===== src/hw/rtl/crb_pkg.sv =====
package crb_pkg;

    localparam int BUFFER_DEPTH = 64;
    localparam int ANGLE_BITS   = 16;
    localparam int CHANNELS     = 6;

    // fixed field widths at the ports
    localparam int MASK_W      = 6;
    localparam int TIME_W      = 32;
    localparam int ANGLE_IN_W  = 16;
    localparam int CH_OUT_W    = 3;
    localparam int CNT_OUT_W   = 6;
    localparam int NUM_ANGLE_IN = 6;

    localparam int PTR_W = $clog2(BUFFER_DEPTH);
    localparam int CH_W  = (CHANNELS > 1) ? $clog2(CHANNELS) : 1;
    localparam int IDX_W = $clog2(NUM_ANGLE_IN);

    localparam int QUEUE_DEPTH = 2;
    localparam int QPTR_W      = $clog2(QUEUE_DEPTH);
    localparam int QCNT_W      = $clog2(QUEUE_DEPTH + 1);

    // channels beyond CHANNELS are never stored
    localparam logic [MASK_W-1:0] SCAN_MASK =
        (CHANNELS >= MASK_W) ? {MASK_W{1'b1}} : MASK_W'((1 << CHANNELS) - 1);

    typedef enum logic [1:0] {
        CMD_SCAN,     // scan with at least one channel to store
        CMD_NOTE,     // scan with nothing to store, count only
        CMD_POP
    } t_kind;

    typedef struct packed {
        t_kind                                    kind;
        logic [MASK_W-1:0]                        mask;
        logic [TIME_W-1:0]                        tstamp;
        logic [NUM_ANGLE_IN-1:0][ANGLE_BITS-1:0]  angles;
    } t_cmd;

    typedef struct packed {
        logic [ANGLE_BITS-1:0] angle;
        logic [CH_W-1:0]       chan;
        logic [TIME_W-1:0]     tstamp;
    } t_entry;

    typedef enum logic [1:0] {
        ST_IDLE,
        ST_SCAN,
        ST_READ,
        ST_DONE
    } t_state;

    typedef struct packed {
        logic take;
        logic wr_en;
        logic rd_en;
        logic out_load;
    } t_ctrl;

endpackage


===== src/hw/rtl/crb_front.sv =====
module crb_front (
    input  logic                          i_clk,
    input  logic                          i_rst_n,
    input  logic                          i_in_valid,
    output logic                          o_in_ready,
    input  logic                          i_op,
    input  logic [crb_pkg::MASK_W-1:0]    i_channel_mask,
    input  logic [crb_pkg::TIME_W-1:0]    i_time_stamp,
    input  logic [crb_pkg::ANGLE_IN_W-1:0] i_angle_ch0,
    input  logic [crb_pkg::ANGLE_IN_W-1:0] i_angle_ch1,
    input  logic [crb_pkg::ANGLE_IN_W-1:0] i_angle_ch2,
    input  logic [crb_pkg::ANGLE_IN_W-1:0] i_angle_ch3,
    input  logic [crb_pkg::ANGLE_IN_W-1:0] i_angle_ch4,
    input  logic [crb_pkg::ANGLE_IN_W-1:0] i_angle_ch5,
    output logic                          o_cmd_valid,
    output crb_pkg::t_cmd                 o_cmd,
    input  logic                          i_cmd_take
);
    import crb_pkg::*;

    t_cmd              r_q [QUEUE_DEPTH];
    logic [QPTR_W-1:0] r_wr_ptr;
    logic [QPTR_W-1:0] r_rd_ptr;
    logic [QCNT_W-1:0] r_cnt;
    logic [QPTR_W-1:0] n_wr_ptr;
    logic [QPTR_W-1:0] n_rd_ptr;
    logic [QCNT_W-1:0] n_cnt;

    t_cmd              in_cmd;
    logic [MASK_W-1:0] eff_mask;
    logic              push;
    logic              pop;

    // classify the incoming beat
    always_comb begin
        eff_mask         = i_channel_mask & SCAN_MASK;
        in_cmd.mask      = eff_mask;
        in_cmd.tstamp    = i_time_stamp;
        in_cmd.angles[0] = ANGLE_BITS'(i_angle_ch0);
        in_cmd.angles[1] = ANGLE_BITS'(i_angle_ch1);
        in_cmd.angles[2] = ANGLE_BITS'(i_angle_ch2);
        in_cmd.angles[3] = ANGLE_BITS'(i_angle_ch3);
        in_cmd.angles[4] = ANGLE_BITS'(i_angle_ch4);
        in_cmd.angles[5] = ANGLE_BITS'(i_angle_ch5);
        if (i_op) begin
            in_cmd.kind = CMD_POP;
        end else if (eff_mask == '0) begin
            in_cmd.kind = CMD_NOTE;
        end else begin
            in_cmd.kind = CMD_SCAN;
        end
    end

    assign o_in_ready  = (r_cnt != QCNT_W'(QUEUE_DEPTH));
    assign push        = i_in_valid && o_in_ready;
    assign o_cmd_valid = (r_cnt != '0);
    assign pop         = i_cmd_take && o_cmd_valid;
    assign o_cmd       = r_q[r_rd_ptr];

    always_comb begin
        n_wr_ptr = push ? r_wr_ptr + 1'b1 : r_wr_ptr;
        n_rd_ptr = pop ? r_rd_ptr + 1'b1 : r_rd_ptr;
        n_cnt    = r_cnt;
        if (push && !pop) begin
            n_cnt = r_cnt + 1'b1;
        end else if (!push && pop) begin
            n_cnt = r_cnt - 1'b1;
        end
    end

    always_ff @(posedge i_clk) begin
        if (!i_rst_n) begin
            r_wr_ptr <= '0;
            r_rd_ptr <= '0;
            r_cnt    <= '0;
        end else begin
            r_wr_ptr <= n_wr_ptr;
            r_rd_ptr <= n_rd_ptr;
            r_cnt    <= n_cnt;
        end
    end

    always_ff @(posedge i_clk) begin
        if (push) begin
            r_q[r_wr_ptr] <= in_cmd;
        end
    end

endmodule


===== src/hw/rtl/crb_back.sv =====
module crb_back (
    input  logic                          i_clk,
    input  logic                          i_rst_n,
    input  logic                          i_cmd_valid,
    input  crb_pkg::t_cmd                 i_cmd,
    output logic                          o_cmd_take,
    output logic                          o_out_valid,
    input  logic                          i_out_ready,
    output logic                          o_valid_res,
    output logic [crb_pkg::ANGLE_IN_W-1:0] o_angle_out,
    output logic [crb_pkg::CH_OUT_W-1:0]  o_channel_out,
    output logic [crb_pkg::TIME_W-1:0]    o_time_out,
    output logic [crb_pkg::CNT_OUT_W-1:0] o_entry_count
);
    import crb_pkg::*;

    t_entry mem [BUFFER_DEPTH];

    t_state                                  r_state;
    t_state                                  n_state;
    t_ctrl                                   ctrl;
    logic [PTR_W-1:0]                        r_wp;
    logic [PTR_W-1:0]                        r_rp;
    logic [MASK_W-1:0]                       r_mask;
    logic [TIME_W-1:0]                       r_tstamp;
    logic [NUM_ANGLE_IN-1:0][ANGLE_BITS-1:0] r_angles;
    logic                                    r_hit;
    t_entry                                  r_rd;

    logic                  r_out_valid;
    logic                  r_out_hit;
    logic [ANGLE_IN_W-1:0] r_out_angle;
    logic [CH_OUT_W-1:0]   r_out_chan;
    logic [TIME_W-1:0]     r_out_time;
    logic [CNT_OUT_W-1:0]  r_out_cnt;

    logic [IDX_W-1:0]  idx;
    logic [MASK_W-1:0] rest_mask;
    logic [PTR_W-1:0]  wp_nxt;
    logic [PTR_W-1:0]  rp_nxt;
    logic              not_empty;
    logic [PTR_W:0]    cnt_wide;
    logic [PTR_W-1:0]  cnt;

    // lowest pending channel of the scan
    always_comb begin
        idx = '0;
        for (int i = MASK_W - 1; i >= 0; i--) begin
            if (r_mask[i]) begin
                idx = IDX_W'(i);
            end
        end
        rest_mask      = r_mask;
        rest_mask[idx] = 1'b0;
    end

    assign wp_nxt    = (r_wp == PTR_W'(BUFFER_DEPTH - 1)) ? '0 : r_wp + 1'b1;
    assign rp_nxt    = (r_rp == PTR_W'(BUFFER_DEPTH - 1)) ? '0 : r_rp + 1'b1;
    assign not_empty = (r_wp != r_rp);

    always_comb begin
        cnt_wide = {1'b0, r_wp} - {1'b0, r_rp};
        if (r_wp < r_rp) begin
            cnt_wide = cnt_wide + (PTR_W + 1)'(BUFFER_DEPTH);
        end
        cnt = cnt_wide[PTR_W-1:0];
    end

    // next state
    always_comb begin
        n_state = r_state;
        case (r_state)
            ST_IDLE: begin
                if (i_cmd_valid) begin
                    case (i_cmd.kind)
                        CMD_SCAN: n_state = ST_SCAN;
                        CMD_POP:  n_state = not_empty ? ST_READ : ST_DONE;
                        default:  n_state = ST_DONE;
                    endcase
                end
            end
            ST_SCAN: begin
                if (rest_mask == '0) begin
                    n_state = ST_DONE;
                end
            end
            ST_READ: n_state = ST_DONE;
            ST_DONE: begin
                if (!r_out_valid || i_out_ready) begin
                    n_state = ST_IDLE;
                end
            end
            default: n_state = ST_IDLE;
        endcase
    end

    // control outputs
    always_comb begin
        ctrl = '0;
        case (r_state)
            ST_IDLE: begin
                ctrl.take  = i_cmd_valid;
                ctrl.rd_en = i_cmd_valid && (i_cmd.kind == CMD_POP) && not_empty;
            end
            ST_SCAN: ctrl.wr_en = 1'b1;
            ST_DONE: ctrl.out_load = !r_out_valid || i_out_ready;
            default: ctrl = '0;
        endcase
    end

    assign o_cmd_take = ctrl.take;

    always_ff @(posedge i_clk) begin
        if (!i_rst_n) begin
            r_state     <= ST_IDLE;
            r_wp        <= '0;
            r_rp        <= '0;
            r_out_valid <= 1'b0;
        end else begin
            r_state <= n_state;
            if (ctrl.wr_en) begin
                r_wp <= wp_nxt;
                // full: drop the oldest
                if (wp_nxt == r_rp) begin
                    r_rp <= rp_nxt;
                end
            end else if (ctrl.rd_en) begin
                r_rp <= rp_nxt;
            end
            if (ctrl.out_load) begin
                r_out_valid <= 1'b1;
            end else if (i_out_ready) begin
                r_out_valid <= 1'b0;
            end
        end
    end

    always_ff @(posedge i_clk) begin
        if (ctrl.take) begin
            r_mask   <= i_cmd.mask;
            r_tstamp <= i_cmd.tstamp;
            r_angles <= i_cmd.angles;
            r_hit    <= ctrl.rd_en;
        end else if (ctrl.wr_en) begin
            r_mask <= rest_mask;
        end
        if (ctrl.out_load) begin
            r_out_hit   <= r_hit;
            r_out_angle <= r_hit ? ANGLE_IN_W'(r_rd.angle) : '0;
            r_out_chan  <= r_hit ? CH_OUT_W'(r_rd.chan) : '0;
            r_out_time  <= r_hit ? r_rd.tstamp : '0;
            r_out_cnt   <= CNT_OUT_W'(cnt);
        end
    end

    // sample store, single port
    always_ff @(posedge i_clk) begin
        if (ctrl.wr_en) begin
            mem[r_wp] <= '{angle: r_angles[idx], chan: CH_W'(idx), tstamp: r_tstamp};
        end else if (ctrl.rd_en) begin
            r_rd <= mem[r_rp];
        end
    end

    assign o_out_valid   = r_out_valid;
    assign o_valid_res   = r_out_hit;
    assign o_angle_out   = r_out_angle;
    assign o_channel_out = r_out_chan;
    assign o_time_out    = r_out_time;
    assign o_entry_count = r_out_cnt;

endmodule


===== src/hw/rtl/channel_sample_ring_buffer.sv =====
// A scan storing n samples writes them in ST_SCAN; the single-port sample store takes
//   one write per cycle. A pop reads the store and passes ST_READ; a pop of an empty
//   buffer or a scan with no channel goes straight to ST_DONE. Each command ends in
//   ST_DONE, which loads the registered result once the output is free. The sequencer
//   handles one command at a time; a two-beat queue sits in front of it.
// Reset (i_rst_n low, synchronous) empties the buffer and the queue; store contents
//   are not cleared.
module channel_sample_ring_buffer (
    input  logic                          i_clk,
    input  logic                          i_rst_n,
    input  logic                          i_in_valid,
    output logic                          o_in_ready,
    input  logic                          i_op,
    input  logic [crb_pkg::MASK_W-1:0]    i_channel_mask,
    input  logic [crb_pkg::TIME_W-1:0]    i_time_stamp,
    input  logic [crb_pkg::ANGLE_IN_W-1:0] i_angle_ch0,
    input  logic [crb_pkg::ANGLE_IN_W-1:0] i_angle_ch1,
    input  logic [crb_pkg::ANGLE_IN_W-1:0] i_angle_ch2,
    input  logic [crb_pkg::ANGLE_IN_W-1:0] i_angle_ch3,
    input  logic [crb_pkg::ANGLE_IN_W-1:0] i_angle_ch4,
    input  logic [crb_pkg::ANGLE_IN_W-1:0] i_angle_ch5,
    output logic                          o_out_valid,
    input  logic                          i_out_ready,
    output logic                          o_valid_res,
    output logic [crb_pkg::ANGLE_IN_W-1:0] o_angle_out,
    output logic [crb_pkg::CH_OUT_W-1:0]  o_channel_out,
    output logic [crb_pkg::TIME_W-1:0]    o_time_out,
    output logic [crb_pkg::CNT_OUT_W-1:0] o_entry_count
);
    import crb_pkg::*;

    logic cmd_valid;
    logic cmd_take;
    t_cmd cmd;

    crb_front u_front (
        .i_clk          (i_clk),
        .i_rst_n        (i_rst_n),
        .i_in_valid     (i_in_valid),
        .o_in_ready     (o_in_ready),
        .i_op           (i_op),
        .i_channel_mask (i_channel_mask),
        .i_time_stamp   (i_time_stamp),
        .i_angle_ch0    (i_angle_ch0),
        .i_angle_ch1    (i_angle_ch1),
        .i_angle_ch2    (i_angle_ch2),
        .i_angle_ch3    (i_angle_ch3),
        .i_angle_ch4    (i_angle_ch4),
        .i_angle_ch5    (i_angle_ch5),
        .o_cmd_valid    (cmd_valid),
        .o_cmd          (cmd),
        .i_cmd_take     (cmd_take)
    );

    crb_back u_back (
        .i_clk         (i_clk),
        .i_rst_n       (i_rst_n),
        .i_cmd_valid   (cmd_valid),
        .i_cmd         (cmd),
        .o_cmd_take    (cmd_take),
        .o_out_valid   (o_out_valid),
        .i_out_ready   (i_out_ready),
        .o_valid_res   (o_valid_res),
        .o_angle_out   (o_angle_out),
        .o_channel_out (o_channel_out),
        .o_time_out    (o_time_out),
        .o_entry_count (o_entry_count)
    );

endmodule


===== config.mk =====
export PLATFORM = sky130hd
export DESIGN_NAME = channel_sample_ring_buffer
export DESIGN_NICKNAME = d
export VERILOG_FILES = /design/src/hw/rtl/crb_pkg.sv /design/src/hw/rtl/crb_front.sv /design/src/hw/rtl/crb_back.sv /design/src/hw/rtl/channel_sample_ring_buffer.sv
export SDC_FILE = /design/constraint.sdc
export NUM_CORES = 2
export LEC_CHECK = 0
export BUFFER_PORTS_ARGS = -buffer_cell sky130_fd_sc_hd__buf_4
export CELL_PAD_IN_SITES_DETAIL_PLACEMENT = 0
export CELL_PAD_IN_SITES_GLOBAL_PLACEMENT = 1
export CORE_MARGIN = 2
export CORE_UTILIZATION = 56
export DETAILED_ROUTE_END_ITERATION = 6
export PLACE_DENSITY = 0.77
export SETUP_SLACK_MARGIN = 0.02
export SKIP_LAST_GASP = 1
export SYNTH_ARGS = -nofsm -noshare
export SYNTH_HDL_FRONTEND = slang
export SYNTH_HIERARCHICAL = 1
export SYNTH_SLANG_ARGS = --single-unit

===== constraint.sdc =====
create_clock -name i_clk -period 8.8 [get_ports i_clk]
set_input_delay 0.88 -clock i_clk [delete_from_list [all_inputs] [get_ports i_clk]]
set_output_delay 0.88 -clock i_clk [all_outputs]
set_load 0.01 [all_outputs]

* Word-level counts from Yosys, hierarchy flattened
Memory sizes are Yosys's and may differ from the RTL's. A register that Yosys moved wholly into a read port is not among the register bits. Index checks and enable logic that the tools add are counted.
Storage, ports and cells: register bits 212, bits in writable memories 3536, logic and storage cells 113, input port bits 139, memories 2, output and inout bits 60
Cells by class: mux-type cells 40, eq/ne operators 13, magnitude comparators 3, add/sub/neg operators 8, bitwise logic cells 3, reductions and logical operators 23
Memories:
- u_back.mem | depth 64, width 51, read ports 1, clocked after Yosys merged registers in 1, write ports 1, line crb_back.sv:17 | t_entry mem [BUFFER_DEPTH];
- u_front.r_q | depth 2, width 136, read ports 1, clocked after Yosys merged registers in 1, write ports 1, line crb_front.sv:21 | t_cmd r_q [QUEUE_DEPTH];
Operator list (count):
- $bmux W16 S3 | 1
- $mux W6 | 8
- $add A6 B1 Y6 const B | 3
- $mux W3 | 6
- $mux W16 | 1
- $mux W1 | 15
- $eq A6 B6 Y1 const B | 2
- $logic_not A6 Y1 | 2
- $mux W2 | 6
- $reduce_bool A2 Y1 | 5
- $pmux W2 S4 | 1
- $logic_and A1 B1 Y1 | 7
- $and A6 B6 Y6 | 1
- $eq A2 B2 Y1 const B | 3
- $eq A6 B6 Y1 | 1
- $lt A6 B6 Y1 | 1
- $ne A2 B1 Y1 const B | 3
- $ne A6 B6 Y1 | 1
- $not A6 Y6 | 1
- $sub A6 B6 Y6 | 1
- $logic_not A2 Y1 | 2
- $lt A3 B4 Y1 const B | 1
- $ne A2 B2 Y1 const B | 2
- $pmux W2 S2 | 1
- 11 further kinds | 15

* Logic depth before layout (Yosys ltp)
depth after elaboration 15, gate-level depth with buffers 12, depth with buffers taken out 9

* Modules after synthesis
Netlist, hierarchy kept.
By module, submodules not included:
- crb_back | area an instance 133453.0 um2, cells each 5397, sequential area each 105641.3 um2, times used 1
- crb_front | area an instance 10224.8 um2, cells each 449, sequential area each 8267.9 um2, times used 1

* Worst setup path before layout
No wires, ideal clock.
path kind register -> register, start point register u_back.r_wp[3], end point memory u_back/mem[37][0] (netlist bit), enable pin, path buffers 2, cell stages (with the launch flop) 6, setup slack 1.981 ns, library setup time 0.605 ns, data required time 8.195 ns, period minus slack after synthesis 6.819 ns, arrival 6.214 ns, path through dfxtp_1 > buf_2 > clkbuf_1 > nor2_1 > nand3_1 > nor4b_1
RTL lines:
- from (decl) | line crb_back.sv:22 | logic [PTR_W-1:0] r_wp;
- from (signal assigned) | line crb_back.sv:122 | r_wp <= wp_nxt;
- to (decl) | line crb_back.sv:17
Straight into the memory's write port.

* Worst setup path after layout
start point register u_back.r_state[1], end point memory u_back/mem[46][10] (netlist bit), enable pin
On the way: cells in the longest elaborated chain, start to end 4
RTL lines:
- from (decl) | line crb_back.sv:19 | t_state r_state;
- from (signal assigned) | line crb_back.sv:120 | r_state <= n_state;
- $eq A2 B1 Y1 | line crb_back.sv:100 | case (r_state)
- $mux W1 | line crb_back.sv:100
- $mux W1 | line crb_back.sv:158 | if (ctrl.wr_en) begin
- $mux W1 (not written as such) | line crb_back.sv:159 | mem[r_wp] <= '{angle: r_angles[idx], chan: CH_W'(idx), tstamp: r_tstamp};
Every way passes these cells.

==> impl.org <==
** Cells and area
- Of the cells placed in the final design, the portion with a size suffix greater than 1 is 33.25%.
- Registers take 113900 µm².
- # nets final :: roughly 6.5k
- Fillcell total :: 16.10k
- Combined area of the multi-input logic cells :: 29020 µm²
- Area overhead of the layout relative to synthesis :: 13.55%

** Yosys
- Sequential elements use 79.28% of the synthesized area.
- Synthesis instantiated 63 different standard cells from the library.
- Among all flip-flop cells after synthesis, the most frequent one is edfxtp_1.
- edfxtp_1 takes more of the synthesized area than any other cell.
- In this run, synthesis inferred between 3k and 4k flip-flops with an integrated enable.
- Syn_area_per_cell :: around 25 µm²
- By area, the combinational part of the netlist is dominated by multiplexers.
- Nets in the synthesized netlist :: 5998
- After technology mapping, the gate count stands at around 5.8k.
- After Yosys synthesis, and, or, nand and nor cells account for roughly 1.0% of the synthesized area.
- After synthesis, the largest area contributor takes up about four fifths of total cell area.
- Flip-flop and latch count after synthesis :: 3800
- Post-synthesis adder-cell area fraction :: 0.1254%
- During synthesis, Yosys emitted a total of 6 warnings.
- Synth Area in Compound Gates :: 0.9248%
- Share of synthesized flip-flops with an asynchronous set or reset :: 0%
- The cell area that synthesis handed to floorplanning was 143700 µm².
- Post-Synth XOR/XNOR Area :: less than 1%
- By area the synthesized netlist is led by edfxtp_1, mux4_2, mux2_2, a22oi_1, clkbuf_1.
- Mux share of post-synthesis cell area :: 17.54%

** Die
- Pin placement for this block handled around 200 I/O pins.
- From left edge to right edge, the die measures between 500 and 600 µm.
- The die is approximately 510 µm tall.
- Area of the die :: between 200000 and 300000 µm²
- Starting density of the core :: 56.43%
- Std-Cell Rows :: 185
- Std-Cell Core Area :: 254600 µm²

** Detailed routing
- Before antenna repair, the detailed router went through 6 iterations.
- Ratio of routed vias to standard cells :: between 6 and 7
- Detail-routed net length per standard cell :: 36.18 µm
- Overall via count from detail_route :: around 68k
- Post-DRT Antenna Nets :: 0
- The final layout contains routed wiring with a total length of 363700 µm.
- DRC violation count after routing :: 0
- Starting DRC count in detailed routing :: 10.43k

** Critical path
- STA puts the critical path data required time at 9.36 ns.
- Startpoint Class :: flop
- The worst setup path is of the reg -> reg kind.
- Category of the worst setup path capture point :: flop
- Critical path data arrival time :: 5.22 ns
- Top fanout value on the critical path :: 33

** STA
- Summed over all failing endpoints, the final setup total negative slack is 0 ns.
- Ratio of final minimum period to clock period :: 52.99%
- Derived from the worst setup path, the maximum achievable clock frequency is around 0.21 GHz.
- The max-slew violation count is 0.
- Unrepaired setup endpoints after global routing :: no
- Final min period :: between 4 and 5 ns
- Measured against its own limit, the worst slew margin works out to 17.62%.
- Setup slack after layout :: 4.136 ns
- The hold violation count in the final report is 0.
- Setup violations remaining at the end of the flow were counted as 0.
- For the pin with the worst max-slew slack, the measured transition is 1.236 ns.
- For the final database, setup skew stands at roughly 0.076 ns.
- Final hold analysis gives a worst-case slack of 0.07641 ns.

** Status
- The run finished with clean final reports.

** Global route
- Overflow left after global routing :: 0
- Global-route wire length before repair :: 508200 µm
- Entering global routing, the biggest net connects 159 pins.
- Antenna violations before repair :: 18
- Global routing used 28.18% of the available tracks.
- Number of global-route vias before repair :: 67.56k

** Place
- At the end of routability-driven placement, the weighted congestion stood at a little under 0.8.
- The wire-length estimate of the detail-placed layout is 184300 µm.
- Setup slack at placement :: 4.326 ns
- In this run the tool buffered the top-level ports with 198 buffer cells.

** Job
- Max_cap viols :: 0

** Clocking
- Clock tree from TritonCTS :: built
- Sink Count :: 3800
- Number of buffers created by CTS :: 387
- Root buf cell :: clkbuf_16
- Setup Buffers After CTS :: 0
- Maximum buffer depth of the clock tree :: 4
- Post-CTS repair changed the size of 0 cells.
- After clock tree synthesis, the clock-pin slew on the worst setup and hold paths is 0.06 ns.
- The H-tree was split into 5 levels.
- The later pin in the worst-skew pair is clocked with a latency of 1.01 ns.

** Min path
- Hold WC Path Type :: in -> reg

** Power and ir drop
- Peak supply drop :: 315.9 µV
- Power density over cell area :: 294.5 nW/µm²
- Summed over all cells, the static leakage comes to 0.05018 µW.
==> sequential cells by signal (all words and copies together), names as in the netlist, named ones only <==
signal                cells
u_back/o_angle_out       16
u_back/o_out_valid        1
u_back/r_angles          96
u_back/r_wp               6
u_back/o_entry_count      6
u_back/o_valid_res        1
u_back/r_rp               6
u_front/r_rd_ptr          1
u_back/r_tstamp          32
u_front/r_q             272
u_front/r_cnt             2
u_back/r_hit              1
u_back/o_channel_out      3
u_back/r_mask             6
u_back/o_time_out        32
u_back/mem             3264
u_back/r_state            2
u_back/r_rd              51
u_front/r_wr_ptr          1
==> metal layers <==
metal | vias to the layer above | global-route usage (%) | wire length (µm)
met4 | 12 | 9.024 | 12650
met1 | 36100 | 40.41 | 134300
met3 | 760 | 5.605 | 41130
met5 | - | 0 | 88
li1 | 26260 | - | -
met2 | 4428 | 44.41 | 175500
==> worst paths after layout <==
path         slack (ns)                             to                           start  cells past startpoint
max                4.14   u_back/mem[46][10]$_DFFE_PP_  u_back/r_state[1]$_SDFFE_PN0P_                      6
min                0.08   u_front/r_q[0][62]$_DFFE_PP_                 i_angle_ch3[14]                      1
max reg2reg        4.14   u_back/mem[46][10]$_DFFE_PP_  u_back/r_state[1]$_SDFFE_PN0P_                      6
min reg2reg        0.49  u_back/r_angles[37]$_DFFE_PP_    u_front/r_q[0][37]$_DFFE_PP_                      1
==> power breakdown <==
group	switching, µW	internal (µW)	total [µW]
sequential	265	23600	23900
combinational	5480	2800	8280
clock	6650	9240	15900
==> placed cells by master (no fill, tap or decap), drive strengths merged, types with 3 or more instances in the layout <==
cell type and count:
clkinv 154, a22oi 102, diode 9, o21ai 35, nand2 87, bufinv 38
a21o 6, ha 12, inv 26, clkinvlp 14, mux4 1020, clkbuf 464
nor2b 10, nand2b 3, nor2 79, nand3 16, or2 5, dlygate4sd3 54
mux2 152, o211ai 19, and3 5, xnor2 8, buf 403, nand4 6
nor3 5, dfxtp 20, and2 58, a21oi 11, nor4 4, edfxtp 3780
xor2 6, nand3b 6, mux2i 37
==> cell usage after synthesis (all sizes together) (6+ instances only) <==
| cell type | number |
|---|---|
| mux2i | 37 |
| inv | 19 |
| o21ai | 35 |
| o211ai | 19 |
| mux2 | 152 |
| dfxtp | 20 |
| and2 | 58 |
| nand3b | 6 |
| a22oi | 102 |
| nand2 | 87 |
| nand4 | 6 |
| xor2 | 6 |
| nand3 | 16 |
| ha | 12 |
| clkbuf | 181 |
| mux4 | 1020 |
| edfxtp | 3780 |
| a21oi | 11 |
| nor2b | 10 |
| a21o | 6 |
| xnor2 | 8 |
| buf | 123 |
| nor2 | 79 |
==> kinds of logic after synthesis <==
family / count (synthesis)
flip-flops: 3800
multiplexers: 1209
buffers and inverters: 323
AND/OR/NAND/NOR: 298
AO/OA/AOI/OAI: 188
XOR/XNOR: 14
adder cells (fa/ha/maj): 14
==> metrics by stage <==
| step | instances | utilization [%] | instance area, µm² | power (µW) |
|---|---|---|---|---|
| after floorplan | 5846 | - | 143700 | 29750 |
| after global placement | 9311 | 59.07 | 150400 | 32230 |
| after detailed placement | 9311 | 59.07 | 150400 | 32560 |
| after CTS | 10040 | 64.07 | 163100 | 48300 |
| after global routing | 10050 | 64.07 | 163100 | 49570 |
| final | 10050 | 64.08 | 163100 | 48050 |
==> final cells by class <==
cell class	count	area share (%)
clock buffers	464	6.164
inverters	19	0.05292
repair buffers	457	2.262
flip-flops and latches	3800	69.83
diodes	9	0.01380
clock inverters	213	1.308
well taps	3366	2.581
multi-input cells	1723	17.79
==> what timing repair did <==
item,4_1_cts,5_1_grt
endpoints found under the setup margin,0,0
hold endpoints to repair,102,0
hold buffers,54,0
==> worst max-delay path, cell delays in order, from the launching register on <==
cell,delay (ns)
dfxtp_1,0.33
inv_1,0.11
ha_1,0.73
nor2b_1,0.40
nand3_1,0.59
nor2_4,1.16
buf_4,0.89
Note: power is estimated with default switching activity, not from simulation.
